[src/sv/dasp_pkg.sv]
// Shared types, register indexes, request codes and lookup tables for the
// dual-axis stepper positioner. No dependencies.
`default_nettype none

package dasp_pkg;

    typedef enum logic [2:0] {
        REQ_TICK        = 3'd0,
        REQ_MOVE_SLOT   = 3'd1,
        REQ_MOVE_RAW    = 3'd2,
        REQ_STEP        = 3'd3,
        REQ_STOP        = 3'd4,
        REQ_SET_POS     = 3'd5,
        REQ_RELEASE     = 3'd6,
        REQ_RELEASE_ALL = 3'd7
    } req_t;

    localparam logic [2:0] REG_X_LOW    = 3'd0;
    localparam logic [2:0] REG_X_HIGH   = 3'd1;
    localparam logic [2:0] REG_Y_LOW    = 3'd2;
    localparam logic [2:0] REG_Y_HIGH   = 3'd3;
    localparam logic [2:0] REG_INTERVAL = 3'd4;
    localparam logic [2:0] REG_RELEASE  = 3'd5;

    localparam logic [15:0] X_HIGH_RESET   = 16'd1420;
    localparam logic [15:0] Y_HIGH_RESET   = 16'd4600;
    localparam logic [15:0] INTERVAL_RESET = 16'd2;

    localparam logic [1:0] DIR_FWD  = 2'b01;
    localparam logic [1:0] DIR_BACK = 2'b11;

    localparam logic [15:0] TICKS_MAX = 16'hFFFF;

    typedef struct packed {
        logic [15:0] cur;
        logic [15:0] tgt;
        logic [1:0]  phase;
        logic        run;
        logic [15:0] ticks;
        logic [3:0]  nib;
    } axis_state_t;

    typedef struct packed {
        req_t        req;
        logic        sel;
        logic        slot_ok;
        logic [15:0] slot_pos;
        logic [15:0] pos;
        logic [1:0]  dir;
    } axis_cmd_t;

    typedef struct packed {
        logic [15:0] lo;
        logic [15:0] hi;
        logic [15:0] interval;
        logic        rel_done;
    } axis_cfg_t;

    typedef struct packed {
        logic [7:0]  coil_pattern;
        logic        accepted;
        logic        x_busy;
        logic        y_busy;
        logic [15:0] x_position;
        logic [15:0] y_position;
    } result_t;

    function automatic logic [3:0] seq_pattern(input logic [1:0] phase);
        logic [3:0] pat;
        unique case (phase)
            2'd0: pat = 4'h3;
            2'd1: pat = 4'h6;
            2'd2: pat = 4'hC;
            2'd3: pat = 4'h9;
        endcase
        return pat;
    endfunction

    // entries past the known slots repeat the last one
    function automatic logic [15:0] x_slot_pos(input logic [3:0] idx);
        logic [15:0] v;
        if (idx == 4'd0) begin
            v = 16'd0;
        end else begin
            v = 16'd1420;
        end
        return v;
    endfunction

    function automatic logic [15:0] y_slot_pos(input logic [3:0] idx);
        logic [15:0] v;
        priority case (idx)
            4'd0:    v = 16'd0;
            4'd1:    v = 16'd1200;
            4'd2:    v = 16'd2300;
            4'd3:    v = 16'd3440;
            default: v = 16'd4600;
        endcase
        return v;
    endfunction

endpackage

`default_nettype wire

[src/sv/dasp_axis.sv]
// Next-state logic for one stepper axis: tick pacing, clamped moves, stops,
// position loads, raw steps and coil release. Depends on dasp_pkg.
`default_nettype none

module dasp_axis (
    input  dasp_pkg::axis_cmd_t   cmd_i,
    input  dasp_pkg::axis_cfg_t   cfg_i,
    input  dasp_pkg::axis_state_t state_i,
    output dasp_pkg::axis_state_t state_o,
    output logic                  raw_acc_o
);

    logic [15:0] move_pos;
    logic [15:0] clamped;
    logic [15:0] ticks_inc;
    logic        do_move;
    logic        do_adv;
    logic        fwd;

    always_comb begin
        move_pos = (cmd_i.req == dasp_pkg::REQ_MOVE_SLOT) ? cmd_i.slot_pos : cmd_i.pos;
        // with inverted limits, targets below the low limit clamp low, all others high
        if ($signed(move_pos) < $signed(cfg_i.lo)) begin
            clamped = cfg_i.lo;
        end else if ($signed(move_pos) > $signed(cfg_i.hi)) begin
            clamped = cfg_i.hi;
        end else begin
            clamped = move_pos;
        end
        ticks_inc = (state_i.ticks == dasp_pkg::TICKS_MAX) ? state_i.ticks
                                                           : state_i.ticks + 16'd1;
    end

    always_comb begin
        state_o   = state_i;
        raw_acc_o = 1'b0;
        do_move   = 1'b0;
        do_adv    = 1'b0;
        fwd       = 1'b0;
        unique case (cmd_i.req)
            dasp_pkg::REQ_TICK: begin
                if (state_i.run) begin
                    if (ticks_inc < cfg_i.interval) begin
                        state_o.ticks = ticks_inc;
                    end else begin
                        state_o.ticks = 16'd0;
                        if (state_i.cur == state_i.tgt) begin
                            state_o.run = 1'b0;
                            if (cfg_i.rel_done) begin
                                state_o.nib = 4'h0;
                            end
                        end else begin
                            do_adv = 1'b1;
                            fwd    = $signed(state_i.tgt) > $signed(state_i.cur);
                        end
                    end
                end
            end
            dasp_pkg::REQ_MOVE_SLOT: begin
                do_move = cmd_i.slot_ok;
            end
            dasp_pkg::REQ_MOVE_RAW: begin
                raw_acc_o = cmd_i.sel && !state_i.run;
                do_move   = raw_acc_o;
            end
            dasp_pkg::REQ_STEP: begin
                if (cmd_i.sel) begin
                    do_adv = (cmd_i.dir == dasp_pkg::DIR_FWD) ||
                             (cmd_i.dir == dasp_pkg::DIR_BACK);
                    fwd    = (cmd_i.dir == dasp_pkg::DIR_FWD);
                end
            end
            dasp_pkg::REQ_STOP: begin
                if (cmd_i.sel) begin
                    state_o.run = 1'b0;
                    state_o.tgt = state_i.cur;
                end
            end
            dasp_pkg::REQ_SET_POS: begin
                if (cmd_i.sel) begin
                    state_o.cur = cmd_i.pos;
                    state_o.tgt = cmd_i.pos;
                    state_o.run = 1'b0;
                end
            end
            dasp_pkg::REQ_RELEASE: begin
                if (cmd_i.sel) begin
                    state_o.nib = 4'h0;
                    state_o.run = 1'b0;
                end
            end
            dasp_pkg::REQ_RELEASE_ALL: begin
                state_o.nib = 4'h0;
                state_o.run = 1'b0;
            end
        endcase

        if (do_move) begin
            state_o.tgt = clamped;
            if (state_i.cur == clamped) begin
                state_o.run = 1'b0;
            end else begin
                state_o.run   = 1'b1;
                state_o.ticks = 16'd0;
            end
        end

        if (do_adv) begin
            if (fwd) begin
                state_o.phase = state_i.phase + 2'd1;
                state_o.cur   = state_i.cur + 16'd1;
            end else begin
                state_o.phase = state_i.phase - 2'd1;
                state_o.cur   = state_i.cur - 16'd1;
            end
            state_o.nib = dasp_pkg::seq_pattern(state_o.phase);
        end
    end

endmodule

`default_nettype wire

[src/sv/dasp_out_fifo.sv]
// Two-entry result buffer between the positioner core and the result
// channel. Depends on dasp_pkg for the result type.
`default_nettype none

module dasp_out_fifo (
    input  logic                aclk,
    input  logic                aresetn,
    input  logic                wr_en,
    input  dasp_pkg::result_t   wr_data,
    output logic                full,
    output logic                m_valid,
    input  logic                m_ready,
    output dasp_pkg::result_t   rd_data
);

    dasp_pkg::result_t entry_reg [2];
    logic              wr_ptr_reg;
    logic              rd_ptr_reg;
    logic [1:0]        fill_reg;
    logic              rd_en;

    assign full    = (fill_reg == 2'd2);
    assign m_valid = (fill_reg != 2'd0);
    assign rd_en   = m_valid && m_ready;
    assign rd_data = entry_reg[rd_ptr_reg];

    always_ff @(posedge aclk) begin
        if (wr_en) begin
            entry_reg[wr_ptr_reg] <= wr_data;
        end
        if (!aresetn) begin
            wr_ptr_reg <= 1'b0;
            rd_ptr_reg <= 1'b0;
            fill_reg   <= 2'd0;
        end else begin
            if (wr_en) begin
                wr_ptr_reg <= ~wr_ptr_reg;
            end
            if (rd_en) begin
                rd_ptr_reg <= ~rd_ptr_reg;
            end
            fill_reg <= fill_reg + {1'b0, wr_en} - {1'b0, rd_en};
        end
    end

`ifndef NO_ASSERTIONS
    a_fill_bound: assert property (@(posedge aclk) disable iff (!aresetn)
        fill_reg != 2'd3)
        else $error("result buffer fill out of range");

    a_fill_grow: assert property (@(posedge aclk) disable iff (!aresetn)
        (wr_en && !rd_en) |=> fill_reg == $past(fill_reg) + 2'd1)
        else $error("result buffer lost a transaction");

    a_no_write_full: assert property (@(posedge aclk) disable iff (!aresetn)
        full |-> !wr_en)
        else $error("result buffer written while full");
`endif

endmodule

`default_nettype wire

[src/sv/dual_axis_stepper_positioner.sv]
// Dual-axis stepper positioner: one command per cycle while the result buffer
// is not full; each accepted command's result is registered into a two-entry
// result buffer. Both axes update in a single pass.
// Synchronous active-low reset clears positions, targets, phases, run flags,
// tick counters and coils, and loads the register defaults.
// Depends on dasp_pkg, dasp_axis and dasp_out_fifo.
`default_nettype none

module dual_axis_stepper_positioner #(
    parameter int X_SLOTS = 2,
    parameter int Y_SLOTS = 5
) (
    input  logic        aclk,
    input  logic        aresetn,

    input  logic        psel,
    input  logic        penable,
    input  logic        pwrite,
    input  logic [4:0]  paddr,
    input  logic [31:0] pwdata,
    output logic [31:0] prdata,
    output logic        pready,

    input  logic        s_valid,
    output logic        s_ready,
    input  logic [2:0]  s_req_type,
    input  logic        s_axis,
    input  logic [3:0]  s_slot_x,
    input  logic [3:0]  s_slot_y,
    input  logic signed [15:0] s_position,
    input  logic signed [1:0]  s_step_dir,

    output logic        m_valid,
    input  logic        m_ready,
    output logic [7:0]  m_coil_pattern,
    output logic        m_accepted,
    output logic        m_x_busy,
    output logic        m_y_busy,
    output logic signed [15:0] m_x_position,
    output logic signed [15:0] m_y_position
);

    logic [15:0] x_low_reg, x_high_reg, y_low_reg, y_high_reg, interval_reg;
    logic        release_reg;
    logic        cfg_wr;
    logic [2:0]  cfg_idx;

    dasp_pkg::axis_state_t x_state_reg, y_state_reg, x_next, y_next;
    dasp_pkg::axis_cmd_t   x_cmd, y_cmd;
    dasp_pkg::axis_cfg_t   x_cfg, y_cfg;
    dasp_pkg::result_t     res_next, res_out;
    dasp_pkg::req_t        req;
    logic                  slot_ok;
    logic                  x_raw_acc, y_raw_acc;
    logic                  in_accept;
    logic                  fifo_full;

    // configuration port
    assign pready  = 1'b1;
    assign cfg_wr  = psel && penable && pwrite && pready;
    assign cfg_idx = paddr[4:2];

    always_ff @(posedge aclk) begin
        if (!aresetn) begin
            x_low_reg    <= 16'd0;
            x_high_reg   <= dasp_pkg::X_HIGH_RESET;
            y_low_reg    <= 16'd0;
            y_high_reg   <= dasp_pkg::Y_HIGH_RESET;
            interval_reg <= dasp_pkg::INTERVAL_RESET;
            release_reg  <= 1'b0;
        end else if (cfg_wr) begin
            priority case (cfg_idx)
                dasp_pkg::REG_X_LOW:    x_low_reg    <= pwdata[15:0];
                dasp_pkg::REG_X_HIGH:   x_high_reg   <= pwdata[15:0];
                dasp_pkg::REG_Y_LOW:    y_low_reg    <= pwdata[15:0];
                dasp_pkg::REG_Y_HIGH:   y_high_reg   <= pwdata[15:0];
                dasp_pkg::REG_INTERVAL: interval_reg <= pwdata[15:0];
                dasp_pkg::REG_RELEASE:  release_reg  <= pwdata[0];
                default: ;
            endcase
        end
    end

    always_comb begin
        priority case (cfg_idx)
            dasp_pkg::REG_X_LOW:    prdata = {16'd0, x_low_reg};
            dasp_pkg::REG_X_HIGH:   prdata = {16'd0, x_high_reg};
            dasp_pkg::REG_Y_LOW:    prdata = {16'd0, y_low_reg};
            dasp_pkg::REG_Y_HIGH:   prdata = {16'd0, y_high_reg};
            dasp_pkg::REG_INTERVAL: prdata = {16'd0, interval_reg};
            dasp_pkg::REG_RELEASE:  prdata = {31'd0, release_reg};
            default:                prdata = 32'd0;
        endcase
    end

    // command decode
    assign req       = dasp_pkg::req_t'(s_req_type);
    assign in_accept = s_valid && s_ready;
    assign s_ready   = !fifo_full;
    assign slot_ok   = ({1'b0, s_slot_x} < 5'(X_SLOTS)) &&
                       ({1'b0, s_slot_y} < 5'(Y_SLOTS)) &&
                       !x_state_reg.run && !y_state_reg.run;

    always_comb begin
        x_cmd.req      = req;
        x_cmd.sel      = !s_axis;
        x_cmd.slot_ok  = slot_ok;
        x_cmd.slot_pos = dasp_pkg::x_slot_pos(s_slot_x);
        x_cmd.pos      = s_position;
        x_cmd.dir      = s_step_dir;
        y_cmd          = x_cmd;
        y_cmd.sel      = s_axis;
        y_cmd.slot_pos = dasp_pkg::y_slot_pos(s_slot_y);

        x_cfg.lo       = x_low_reg;
        x_cfg.hi       = x_high_reg;
        x_cfg.interval = interval_reg;
        x_cfg.rel_done = release_reg;
        y_cfg          = x_cfg;
        y_cfg.lo       = y_low_reg;
        y_cfg.hi       = y_high_reg;
    end

    dasp_axis u_x_axis (
        .cmd_i     (x_cmd),
        .cfg_i     (x_cfg),
        .state_i   (x_state_reg),
        .state_o   (x_next),
        .raw_acc_o (x_raw_acc)
    );

    dasp_axis u_y_axis (
        .cmd_i     (y_cmd),
        .cfg_i     (y_cfg),
        .state_i   (y_state_reg),
        .state_o   (y_next),
        .raw_acc_o (y_raw_acc)
    );

    always_ff @(posedge aclk) begin
        if (!aresetn) begin
            x_state_reg <= '0;
            y_state_reg <= '0;
        end else if (in_accept) begin
            x_state_reg <= x_next;
            y_state_reg <= y_next;
        end
    end

    always_comb begin
        res_next.coil_pattern = {y_next.nib, x_next.nib};
        priority case (req)
            dasp_pkg::REQ_MOVE_SLOT: res_next.accepted = slot_ok;
            dasp_pkg::REQ_MOVE_RAW:  res_next.accepted = x_raw_acc || y_raw_acc;
            default:                 res_next.accepted = 1'b0;
        endcase
        res_next.x_busy     = x_next.run;
        res_next.y_busy     = y_next.run;
        res_next.x_position = x_next.cur;
        res_next.y_position = y_next.cur;
    end

    dasp_out_fifo u_out_fifo (
        .aclk    (aclk),
        .aresetn (aresetn),
        .wr_en   (in_accept),
        .wr_data (res_next),
        .full    (fifo_full),
        .m_valid (m_valid),
        .m_ready (m_ready),
        .rd_data (res_out)
    );

    assign m_coil_pattern = res_out.coil_pattern;
    assign m_accepted     = res_out.accepted;
    assign m_x_busy       = res_out.x_busy;
    assign m_y_busy       = res_out.y_busy;
    assign m_x_position   = res_out.x_position;
    assign m_y_position   = res_out.y_position;

`ifndef NO_ASSERTIONS
    a_slot_busy_reject: assert property (@(posedge aclk) disable iff (!aresetn)
        (in_accept && req == dasp_pkg::REQ_MOVE_SLOT &&
         (x_state_reg.run || y_state_reg.run)) |-> !res_next.accepted)
        else $error("slot move accepted while an axis was running");

    a_idle_tick_holds: assert property (@(posedge aclk) disable iff (!aresetn)
        (in_accept && req == dasp_pkg::REQ_TICK && !x_state_reg.run)
        |=> $stable(x_state_reg))
        else $error("idle X axis changed on a tick");

    a_release_all: assert property (@(posedge aclk) disable iff (!aresetn)
        (in_accept && req == dasp_pkg::REQ_RELEASE_ALL)
        |=> (x_state_reg.nib == 4'h0 && y_state_reg.nib == 4'h0 &&
             !x_state_reg.run && !y_state_reg.run))
        else $error("release all left coils or motion active");
`endif

endmodule

`default_nettype wire
[config.mk]
export PLATFORM = sky130hd
export DESIGN_NAME = dual_axis_stepper_positioner
export DESIGN_NICKNAME = d
export VERILOG_FILES = /design/src/sv/dasp_pkg.sv /design/src/sv/dasp_axis.sv /design/src/sv/dasp_out_fifo.sv /design/src/sv/dual_axis_stepper_positioner.sv
export SDC_FILE = /design/constraint.sdc
export NUM_CORES = 1
export LEC_CHECK = 0
export BUFFER_PORTS_ARGS = -buffer_cell sky130_fd_sc_hd__buf_4
export CORE_ASPECT_RATIO = 1.1
export CORE_MARGIN = 3
export CORE_UTILIZATION = 40
export CTS_BUF_LIST = sky130_fd_sc_hd__clkbuf_8
export DETAILED_ROUTE_END_ITERATION = 12
export GPL_TIMING_DRIVEN = 0
export PLACE_DENSITY_LB_ADDON = 0.1
export SLEW_MARGIN = 5
export SYNTH_ARGS = -nofsm -noshare
export SYNTH_HDL_FRONTEND = slang
export SYNTH_SLANG_ARGS = --single-unit
export TNS_END_PERCENT = 30
[constraint.sdc]
create_clock -name aclk -period 8.8 [get_ports aclk]
set_input_delay 1.32 -clock aclk [delete_from_list [all_inputs] [get_ports aclk]]
set_output_delay 1.32 -clock aclk [all_outputs]
set_load 0.05 [all_outputs]
# Word level (Yosys, flattened, before mapping)

Memories as Yosys holds them, arrays and structs flattened. A register that Yosys moved wholly into a read port is not among the register bits.
Index checks and enable logic that the tools add are counted.

Flip-flop bits (word level): 195
Bits in writable memories: 86
Bits of input ports: 74
Word-level logic and storage cells: 205
Memories kept: 1

Add/sub/neg operators: 12
Order comparisons: 10
Equal/unequal tests: 34
Multiplexer cells: 90
Bitwise logic cells: 2
Reductions and logical operators: 35

Memory list:

| name                 | words | width | read ports | clocked after Yosys merged registers in | wr ports | line                | source |
|---|---|---|---|---|---|---|---|
| u_out_fifo.entry_reg | 2     | 43    | 1          | 1                                       | 1        | dasp_out_fifo.sv:16 | `dasp_pkg::result_t entry_reg [2];` |

Operators by type and width:

| operator                                             | count |
|---|---|
| 2-to-1 mux 16 bit                                    | 24 |
| case mux 16 bit (6 select lines)                     | 1 |
| adder 16 x 1 -> 16 bit (second input constant)       | 4 |
| equality test 16 bit                                 | 4 |
| greater-than comparator 16 bit                       | 4 |
| less-than comparator 16 bit                          | 4 |
| 2-to-1 mux 32 bit                                    | 2 |
| case mux 16 bit (2 select lines)                     | 2 |
| case mux 13 bit (4 select lines)                     | 1 |
| 2-to-1 mux 21 bit                                    | 2 |
| 2-to-1 mux 4 bit                                     | 10 |
| 2-to-1 mux 17 bit                                    | 2 |
| equality test 16 bit (second input constant)         | 2 |
| case mux 4 bit (4 select lines)                      | 2 |
| subtractor 16 x 1 -> 16 bit (second input constant)  | 2 |
| 2-to-1 mux 1 bit                                     | 28 |
| case mux 4 bit (3 select lines)                      | 2 |
| equality test 3 bit (second input constant)          | 6 |
| AND reduction 2 bit                                  | 8 |
| case mux 1 bit (2 select lines)                      | 7 |
| equality test 2 bit (second input constant)          | 6 |
| equality test 3 x 2 -> 1 bit (second input constant) | 4 |
| != test 3 x 2 -> 1 bit (second input constant)       | 4 |
| 2-to-1 mux 11 bit                                    | 1 |
| 23 further kinds                                     | 51 |

# Depth between registers and ports, before layout

Depth after elaboration: 11
Mapped depth: 33
Mapped depth without buffers: 32

# Modules after synthesis

From an unflattened synthesis, not the netlist that was laid out.

Cell total of the unflattened synthesis: 2513
Area total of the unflattened synthesis: 21554.4 um^2

By module, submodules not included:

| module                       | instances | cells an instance | area an instance (um^2) |
|---|---|---|---|
| dual_axis_stepper_positioner | 1         | 918               | 8046.5 |
| dasp_axis (u_y_axis)         | 1         | 735               | 5031.1 |
| dasp_axis (u_x_axis)         | 1         | 703               | 4924.7 |
| dasp_out_fifo                | 1         | 157               | 3552.2 |

# Worst setup path before layout

OpenSTA, ideal clock, no wires.

Path type: reg-to-reg
Start point: register x_state_reg[4] (netlist bit)
End point: memory u_out_fifo.entry_reg[0][31] (netlist bit), data pin
Library setup time: 265 ps
Data arrival time: 6408 ps
Required time: 8535 ps
Path slack: 2127 ps
Cell stages (with the launch flop): 33
Path buffers: 0
Period minus slack after synthesis: 6673 ps
Path through: dfxtp_1 -> ha_1 -> and3_1 -> nand3_1 -> nor2_1 -> nor2_1 -> and3_1 -> and3_1 -> and3_1 -> and3_1 -> xor2_1 -> ha_1 -> nand3_1 -> nor2_1 -> a211o_1 -> a21o_1 -> a211oi_1 -> o21ai_0 -> a31o_2 -> inv_1 -> ha_1 -> a21o_1 -> a21oi_1 -> nand2b_1 -> a21oi_1 -> o41a_1 -> a31o_2 -> nand3_1 -> a311oi_1 -> a31oi_1 -> xnor2_1 -> o21ai_0 -> a221o_1

RTL lines:

| what                   | line                                | source |
|---|---|---|
| start, declared        | dual_axis_stepper_positioner.sv:48  | `dasp_pkg::axis_state_t x_state_reg, y_state_reg, x_next, y_next;` |
| start signal, assigned | dual_axis_stepper_positioner.sv:145 | `x_state_reg <= x_next;` |
| end, declared          | dasp_out_fifo.sv:16                 |  |

==> impl_metrics.ini <==
[power]
p_per_area_nw_per_um2 = 207
cellLeakagePower_nw = 8.74
ir_worst_vdd_mv = 0.139
total_power_mw = 4.59

[drt]
first_pass_iters = 9
routed_wl_um = 74100
drcViolationCount = 0
number_of_drc_markers_in_iteration_0 = 1667
drt.antenna.violating_nets = 0
overall_via_count_from_detail_route = 18500
avg_wl_per_cell_um = 23.3
post_drt_via_cell_ratio = 5.80

[grt]
antenna_found_initial = 0
use_met1_pct = 37.4
met3_usage_pct = 3.59
grt_pass1_wl_um = 110000
via_count_of_the_first_global_routing_pass = 17700
global_routing_usage_summed_across_all_routing_layers_pct = 28.2
grt_use_met2_pct = 45.2
globalRouteOverflowTotal = 0
busiest_metal_layer_after_global_routing = met2
largest_net_degree_at_the_start_of_global_routing = 35

[clock_tree]
clock_sinks = 282
insertion_delay_ns = 0.67
cts-htree-levels = 2
cts-root-to-sink-buffers = 3
cts-root-buf = clkbuf_8
numCtsBuffers = 52
clkTransAtPathRegs_ns = 0.06
cts_tree = yes

[logic_synthesis]
syn_avg_cell_area_um2 = 8.31
synth.ff_latch_count = 282
ys_seq_area_share_pct = 33.8
yosys_warnings = 0
synth.cell_area_um2 = 19300
yosys_most_used_dff = dfxtp_1
synthDistinctLibCells = 83
post_synth_inst_count = 2318
synth-edff-count = 86
asyncSetResetFlopFracSynth_pct = 0

[setup_path]
worst-endpoint-arrival_ns = 8.58
crit_buf_inv = 1
critPathMaxFanout = 16
r2r_cells = 32
crit_top_cell = and3_1
worst_path_max_delay_cell = inv_1
critPathMaxStageDelay_ns = 0.48
r2r_end = u_out_fifo.entry_reg[0][31]$_DFFE_PP_
cp-end-kind = flop
timing.critical_path.required_ns = 9.19
critPathLaunchType = flop
crit-reg2reg-launch = x_state_reg[4]$_SDFFE_PN0P_
path_delay_family = compound AO/OA/AOI/OAI gates
critPathKind = reg -> reg
reg2reg_slack_ns = 0.61

[cells_and_area]
layout.cells.most_common = nand2_1
largest_reg_flops = 86
area_growth_pct = 15.0
layout.nets = 2737
final_cell_mix = nand2_1, dfxtp_1, nor2_1
multi_input_comb_area_um2 = 11600
sequential_cell_area_um2 = 6510
antennaDiodeCount = 0
n_fill_cell = 4763
post_route_cells_drive_above_1_share_pct = 12.1
post-route-util_pct = 47.0

[placement]
dp_slack_ns = 0.276
place_hpwl_um = 58300
quantity_of_i_o_buffers_inserted_on_ports = 111
gpl.final_weighted_congestion = 0.984

[sta]
max_freq_mhz = 122
finalWorstSetupSlack_ns = 0.612
fin_crit_ns = 8.19
least_margin_pin_slew_ns = 1.19
fin_worst_skew_ns = 0.0506
report.final.hold_viol_count = 0
rsz0062_at_grt = false
final_number_of_setup_violating_endpoints = 0
post-route-period-util_pct = 93.0
finalMaxSlewViolations = 0
tns_ns = 0
slew-limit-headroom_pct = 20.1

[floorplan]
die_span_y_um = 236
core_area_um2 = 47100
initial_utilization_pct = 40.8
chipWidth_um = 215
floorplan.io_pins = 152
placement_rows = 83
die_area_um2 = 50800

[hold_path]
timing.hold.worst.start = y_state_reg[22]$_SDFFE_PN0P_
min-delay-path-class = reg -> reg
hold-path-endpoint = y_state_reg[22]$_SDFFE_PN0P_
hold_depth = 2

[run_status]
status = finished clean

[job]
maxCapViolCount = 0
==> layout make-up <==
type,instances,area share [%]
plain buffers,141,2.81
clock buffers,58,3.61
clock inverters,39,1.44
inverters,158,2.70
multi-input cells,1752,52.4
flip-flops and latches,282,29.4
well taps,637,3.60
repair buffers,116,4.05
==> metrics by stage <==
| step | cell area [µm²] | hold slack (ns) | std cells |
|---|---|---|---|
| final | 22100 | 0.468 | 3183 |
| after global placement | 20900 | 0.452 | 3081 |
| after CTS | 22100 | 0.471 | 3180 |
| after floorplan | 19300 | 0.438 | 2333 |
| after global routing | 22100 | 0.506 | 3183 |
| after detailed placement | 21000 | 0.463 | 3083 |
==> power breakdown <==
part           total [mW]  leakage, nW  internal, mW  switching [mW]
Sequential           1.58         2.41          1.48          0.0944
Combinational        1.64         5.70         0.575            1.07
Clock                1.37        0.624         0.760           0.607
Total                4.59         8.74          2.82            1.77
==> kinds of logic after synthesis <==
kind of cell	after synthesis	synth area share, %
buf+inv	299	6.32
xor+xnor	114	5.19
flops	282	33.8
compound gates	613	20.5
simple gates	739	17.5
other cells	2	0.0390
fa+ha+maj	160	10.5
mux	109	6.18
==> worst max path at each step <==
stage | from | to | slack (ns) | cells after the start
global route | y_state_reg[13]$_SDFFE_PN0P_ | u_out_fifo.entry_reg[0][14]$_DFFE_PP_ | 0.12 | 33
floorplan | x_state_reg[4]$_SDFFE_PN0P_ | u_out_fifo.entry_reg[0][31]$_DFFE_PP_ | 2.13 | 32
finish | x_state_reg[4]$_SDFFE_PN0P_ | u_out_fifo.entry_reg[0][31]$_DFFE_PP_ | 0.61 | 32
global placement | y_state_reg[13]$_SDFFE_PN0P_ | u_out_fifo.entry_reg[0][14]$_DFFE_PP_ | 0.46 | 33
detailed placement | y_state_reg[13]$_SDFFE_PN0P_ | u_out_fifo.entry_reg[0][14]$_DFFE_PP_ | 0.28 | 33
CTS | y_state_reg[13]$_SDFFE_PN0P_ | u_out_fifo.entry_reg[0][14]$_DFFE_PP_ | 0.21 | 33
==> synth_stat cells (all sizes together) (33+ instances only) <==
master	number	area share, %
dfxtp	196	20
a211oi	61	2.4
ha	158	10
a21oi	185	4.8
o21ai	118	3.1
clkbuf	100	1.9
mux2i	51	2.7
nand3	38	0.99
mux2	56	3.3
nor2	193	3.8
edfxtp	86	13
nand4	45	1.5
buf	41	1.3
xnor2	81	3.7
nor3	33	0.92
nand2	305	6.0
inv	157	3.1
xor2	33	1.5
a22oi	35	1.4
==> worst min-delay path: stages (launching register included) <==
cell      delay (ns)
dfxtp_1         0.32
nand2_1         0.06
o21bai_1        0.05
==> metal layers <==
| metal | wire, µm | share of wire [%] |
|---|---|---|
| met5 | 0 | 0 |
| met2 | 33100 | 45 |
| met3 | 4500 | 6.1 |
| met4 | 4350 | 5.9 |
| met1 | 32100 | 43 |
==> repair_timing <==
action | CTS | global route
hold buffers | 0 | 0
gates resized for setup | 0 | 2
setup endpoints to repair | 0 | 4
buffers inserted | 0 | 3
No activity file was read; power rests on OpenSTA's default activity.
